**src/hw/rtl/ttlrc_pkg.sv**
```systemverilog
// Package of the TTL result cache tag table: opcodes, status codes, types.
// Used by the cell and the top level; no dependencies.
package ttlrc_pkg;

    localparam logic [2:0] OP_LOOKUP     = 3'd0;
    localparam logic [2:0] OP_STORE      = 3'd1;
    localparam logic [2:0] OP_INVALIDATE = 3'd2;
    localparam logic [2:0] OP_RELEASE    = 3'd3;
    localparam logic [2:0] OP_TOTALS     = 3'd4;

    localparam logic [3:0] ST_HIT         = 4'd0;
    localparam logic [3:0] ST_MISS        = 4'd1;
    localparam logic [3:0] ST_STORED      = 4'd2;
    localparam logic [3:0] ST_SKIPPED     = 4'd3;
    localparam logic [3:0] ST_EVICT_SKIP  = 4'd4;
    localparam logic [3:0] ST_INVALIDATED = 4'd5;
    localparam logic [3:0] ST_NOT_FOUND   = 4'd6;
    localparam logic [3:0] ST_RELEASED    = 4'd7;
    localparam logic [3:0] ST_TOTALS      = 4'd8;

    localparam logic [1:0] CFG_TTL       = 2'd0;
    localparam logic [1:0] CFG_MAX_ROWS  = 2'd1;
    localparam logic [1:0] CFG_MAX_BYTES = 2'd2;

    typedef enum logic [1:0] {
        S_IDLE,
        S_SCAN,
        S_APPLY,
        S_OUT
    } state_t;

    // Slot contents handed along the chain.
    typedef struct packed {
        logic [63:0] key;
        logic [63:0] created;
        logic [15:0] refs;
        logic [31:0] hits;
        logic [15:0] rows;
        logic [11:0] cols;
    } slot_t;

    // Update command to the cell fed by the chain head (cell 0).
    typedef struct packed {
        logic        clear_free;  // clear if unreferenced
        logic        write;       // write a new entry
        logic        hit;         // raise refs and hits
        logic        dec_ref;     // decrement refs
        logic [63:0] key;
        logic [63:0] created;
        logic [15:0] rows;
        logic [11:0] cols;
    } upd_t;

endpackage

```
**src/hw/rtl/ttlrc_cell.sv**
```systemverilog
// One slot cell of the rotating tag chain; applies the head update on shift.
// Depends on ttlrc_pkg.
module ttlrc_cell (
    input  logic            aclk,
    input  logic            aresetn,
    input  logic            shift,
    input  logic            is_head,
    input  ttlrc_pkg::upd_t upd,
    input  ttlrc_pkg::slot_t prev_slot,
    output ttlrc_pkg::slot_t slot
);

    ttlrc_pkg::slot_t slot_reg;
    ttlrc_pkg::slot_t slot_next;

    // Modify the entry leaving the head, otherwise take the neighbor
    always_comb begin
        slot_next = prev_slot;
        if (is_head) begin
            if (upd.clear_free && prev_slot.refs == 16'd0) begin
                slot_next.key  = '0;
                slot_next.rows = '0;
                slot_next.cols = '0;
            end
            if (upd.hit) begin
                if (prev_slot.refs != 16'hFFFF) begin
                    slot_next.refs = prev_slot.refs + 16'd1;
                end
                slot_next.hits = prev_slot.hits + 32'd1;
            end
            if (upd.dec_ref && prev_slot.refs != 16'd0) begin
                slot_next.refs = prev_slot.refs - 16'd1;
            end
            if (upd.write) begin
                slot_next.key     = upd.key;
                slot_next.created = upd.created;
                slot_next.refs    = '0;
                slot_next.hits    = '0;
                slot_next.rows    = upd.rows;
                slot_next.cols    = upd.cols;
            end
        end
    end

    always_ff @(posedge aclk) begin
        if (!aresetn) begin
            slot_reg <= '0;
        end else if (shift) begin
            slot_reg <= slot_next;
        end
    end

    assign slot = slot_reg;

endmodule

```
**config.mk**
```make
export PLATFORM = sky130hd
export DESIGN_NAME = ttlrc_cell
export DESIGN_NICKNAME = d
export VERILOG_FILES = /design/src/hw/rtl/ttlrc_pkg.sv /design/src/hw/rtl/ttlrc_cell.sv
export SDC_FILE = /design/constraint.sdc
export NUM_CORES = 1
export LEC_CHECK = 0
export ABC_CLOCK_PERIOD_IN_PS = 2500
export BUFFER_PORTS_ARGS = -buffer_cell sky130_fd_sc_hd__buf_2
export CORE_AREA = 2 2 224 226
export DETAILED_ROUTE_END_ITERATION = 12
export DIE_AREA = 0 0 226 228
export GPL_TIMING_DRIVEN = 0
export SLEW_MARGIN = 25
export SYNTH_ARGS = -nofsm -noshare
export SYNTH_HDL_FRONTEND = slang
export SYNTH_SLANG_ARGS = --single-unit
```
**constraint.sdc**
```tcl
create_clock -name aclk -period 2.5 [get_ports aclk]
set_input_delay 0.25 -clock aclk [delete_from_list [all_inputs] [get_ports aclk]]
set_output_delay 0.25 -clock aclk [all_outputs]
set_load 0.1 [all_outputs]
```
# Yosys cells after proc, flatten, opt, wreduce, memory -nomap -nowiden
# Cells that the tools add are included.
# classes
n_addsub	3
eq_ne	1
n_mux	7
n_reduce_logical	4
# ops
cell	n
2-to-1 mux 204 bit	2
2-to-1 mux 64 bit	1
2-to-1 mux 48 bit	1
adder 32 x 1 -> 32 bit, second input constant	1
2-to-1 mux 16 bit	2
2-to-1 mux 28 bit	1
adder 16 x 1 -> 16 bit, second input constant	1
zero test 16 bit	1
inequality test 16 bit, second input constant	1
nonzero test 16 bit	1
subtractor 16 x 1 -> 16 bit, second input constant	1
logical AND 1 bit	2
# totals
regBits	204
input_bits	368
wordCells	21

# Logic depth before layout (Yosys ltp)
# depth
ltp_word	6
depth_mapped	9
mapped_depth_nobuf	8

# Worst setup path before layout
# No wires, ideal clock.
# synth_timing
path_kind	input-to-reg
from	input port prev_slot[69] (netlist bit)
to	register slot_reg, in the netlist slot[73]
arrival_time_ns	2.138
setup_slack_ns	0.245
stages	6
path_buffers	1
path_cell_list	buf_2 -> or4_4 -> nor4_4 -> nor2_2 -> or4b_1 -> a32o_1
# synth_between
elab_chain_cells	6
word_cells_on_any_way	10
classes_between	add/sub: 2; eq/ne: 1; mux: 5; reduce/logical: 2
# synth_rtl
element	line_no	text
start, declared	ttlrc_cell.sv:9	input ttlrc_pkg::slot_t prev_slot,
adder 16 x 1 -> 16 bit / inequality test 16 bit (equally long branches)	ttlrc_cell.sv:27, ttlrc_cell.sv:26	
2-to-1 mux 16 bit	ttlrc_cell.sv:26	if (prev_slot.refs != 16'hFFFF) begin
2-to-1 mux 48 bit	ttlrc_cell.sv:25	if (upd.hit) begin
2-to-1 mux 16 bit (*)	ttlrc_cell.sv:31	if (upd.dec_ref && prev_slot.refs != 16'd0) begin
2-to-1 mux 204 bit (*)	ttlrc_cell.sv:34	if (upd.write) begin
2-to-1 mux 204 bit (*)	ttlrc_cell.sv:19	if (is_head) begin
end signal, assigned	ttlrc_cell.sv:49	slot_reg <= slot_next;
end, declared	ttlrc_cell.sv:13	ttlrc_pkg::slot_t slot_reg;
# Mark *: on every way between the ends. The rest lies on a longest branch, timed or not.
# A chain may end at the register's enable or synchronous reset.

# Final worst setup path
# layout_timing
from	input port prev_slot[69] (netlist bit)
to	register slot_reg, in the netlist slot[171]
# layout_between
elab_chain_cells	5
# layout_rtl
element	line_no	text
zero test 16 bit	ttlrc_cell.sv:20	if (upd.clear_free && prev_slot.refs == 16'd0) begin
logical AND 1 bit	ttlrc_cell.sv:20	
2-to-1 mux 64 bit	ttlrc_cell.sv:20	
2-to-1 mux 204 bit	ttlrc_cell.sv:34	
2-to-1 mux 204 bit	ttlrc_cell.sv:19	
# No other way between the ends.

==> flow_summary.yaml <==
job:
  cap_violations: 0
synth:
  netlist_area_um2: 9580
  synth_largest_area_cell: "dfxtp_1"
  synthTopCellsByCount: "dfxtp_1, nand2_1, o21ai_0, clkbuf_1, a21oi_1"
  synth.most_common_cell: "dfxtp_1"
  synth_edf_count: 0
  synth_fp_nets: 1544
  synth_top_area_share: 0.426
  ys_async_sr_fraction: 0
  yosysWarnings: 0
  synth_cell_type_count: 54
  synth_area_leaders: "dfxtp_1, a22oi_1, nand2_1"
  ys_seq_area_frac: 0.426
  synthCells: 1173
  avgSynthCellArea_um2: 8.16
  yosys_most_used_dff: "dfxtp_1"
  ys_ff_latch: 204
pwr:
  switching_share: 0.390
  seqPwrFrac: 0.340
  intPower_mw: 6.45
  max-vdd-ir-drop_uv: 484
  clkPwrFrac: 0.352
  p_leak_nw: 7.29
  p_sw_mw: 4.13
  pwr_density_cell_nw_per_um2: 699
  power_frac_comb: 0.308
placed_design:
  io_buffers: 564
  gp_congestion: 0.984
  dp.cells: 2409
  place_ws_ns: -1.07
  dp_hpwl_um: 36600
sta:
  rsz0062_at_grt: "no"
  finalSetupViolCount: 0
  relSlewSlack: 0.347
  final_hold_viol_count: 0
  drv_slew: 0
  tightest_slew_ns: 0.979
  period_share: 0.952
  finalWorstSetupSlack_ns: 0.119
  holdWs_ns: 0.0289
  fin_crit_ns: 2.38
  skew_ns: 0
  max_freq_ghz: 0.420
hold_path:
  min_path_cells: 3
  hp-class: "in2reg"
floorplan:
  ios: 572
  rows: 82
  initial_utilization: 0.194
  die_w_um: 226
  die_h_um: 228
  die-area_um2: 51500
  core_area_um2: 49300
clock_network:
  cts_tree: "built"
  ctsLongestPathBuffers: 3
  insertion_delay_ns: 0.54
  cts_inserted_buffers: 25
  post_cts_buffers: 0
  clockRootBuffer: "clkbuf_16"
  clkTransAtPathRegs_ns: 0.06
  cts_sinks: 204
  htreeDepth: 1
layout:
  multi_input_area_um2: 5030
  nFillCells: 5225
  fin_cells: 2563
  seqCellArea_um2: 4080
  area_growth_pct: 58.0
  drive_above_1_share: 0.333
  largest_register_ffs: 204
  fin_nets: 2239
critical_path:
  reg2reg_depth: 4
  r2r_setup_slack_ns: 1.53
  path_max_fanout: 10
  path_class: "in2reg"
  arrival_ns: 2.78
  cp-end-kind: "flip-flop"
  cp-start-kind: "input pin"
  critical_path_required_ns: 2.90
global_routing:
  antenna_found_initial: 6
  gr-total-overflow: 0
  grt_pass1_vias: 12100
  grt_start_max_net_pins: 15
  grt_pass1_wl_um: 69700
  track_usage: 0.174
run_status:
  status: "completed"
drt:
  wl_um: 47500
  drc: 0
  drt_iter0_drc: 721
  via_per_inst: 4.67
  vias: 12000
  routedWlPerCell_um: 18.5
  firstDrtPassIters: 5
  drtAntennaViolNets: 0
logic make-up (layout without fill, tap and decap cells):
family | count (synthesis) | count (layout) | share of synthesized area
AO/OA/AOI/OAI | 412 | 412 | 0.284
AND/OR/NAND/NOR | 385 | 385 | 0.190
flip-flops | 204 | 204 | 0.426
buffers and inverters | 118 | 830 | 0.0482
XOR/XNOR | 43 | 43 | 0.0393
multiplexers | 8 | 8 | 0.00849
adder cells (fa/ha/maj) | 3 | 3 | 0.00392
other | 0 | 6 | 0
cell usage in the layout, fill, tap and decap left out, drive strengths merged, types with 3 or more instances in the layout:
cell type	n
buf	576
dfxtp	204
nand2	186
clkbuf	131
o21ai	126
dlygate4sd3	105
a21oi	97
a22oi	94
nand3	85
o211a	64
nor2	29
xor2	23
xnor2	20
nor3	17
and2	11
nand4	11
inv	9
mux2i	7
and3	7
o2bb2ai	7
or4	7
diode	6
and4	6
nor2b	5
a31oi	5
clkinv	5
nor4	5
or2	3
a22o	3
or3	3
nor3b	3
ha	3
what timing repair did:
item,in CTS,in global routing
resized for setup,1,3
gates cloned,0,0
hold buffers,105,0
hold endpoints to repair,73,0
endpoints found under the setup margin,76,12
routing by layer:
metal / wire, um / share of wire / global-route usage
met2: 22800 / 0.48 / 0.303
met4: 1560 / 0.033 / 0.0555
met3: 3770 / 0.079 / 0.0433
met5: 23 / 0.00048 / 0
met1: 19300 / 0.41 / 0.208
cell type report:
cell class	instances	area share
Buffer	108	0.0285
Sequential cell	204	0.270
Multi-Input combinational cell	851	0.332
Inverter	9	0.00223
Clock buffer	35	0.0478
Tap cell	672	0.0556
Antenna cell	6	0.000992
Clock inverter	9	0.00661
Timing Repair Buffer	669	0.256
final timing paths:
| check | to | from |
|---|---|---|
| min | slot[10] | upd[10] |
| max | slot[171] | prev_slot[69] |
| max reg2reg | slot[70] | slot[70] |
| min reg2reg | slot[52] | slot[52] |
critical path, stage by stage:
cell           delay (ns)
buf_2                0.15
or4_4                0.58
nor3_1               0.27
a41o_1               0.25
nand2_1              0.10
buf_2                0.31
a22oi_1              0.23
dlygate4sd3_1        0.57
a21oi_1              0.06
metrics by stage:
stage | utilization | total power [mW] | area (um2) | TNS, ns
5_1_grt | 0.307 | 11.0 | 15100 | 0
2_1_floorplan | - | 5.91 | 9580 | 0
6_report | 0.307 | 10.6 | 15100 | 0
3_3_place_gp | 0.268 | 6.76 | 13200 | -137.03
3_5_place_dp | 0.268 | 6.79 | 13200 | -111.21
4_1_cts | 0.306 | 10.7 | 15100 | 0
power by group through the flow:
stage | logic (mW) | clock network [mW] | registers, mW
after floorplan | 0.622 | 0 | 5.29
after detailed placement | 3.12 | 0 | 3.67
after global placement | 3.10 | 0 | 3.66
after global routing | 3.42 | 3.96 | 3.62
final | 3.26 | 3.72 | 3.60
after CTS | 3.26 | 3.83 | 3.60
No activity file was read; power rests on OpenSTA's default activity.
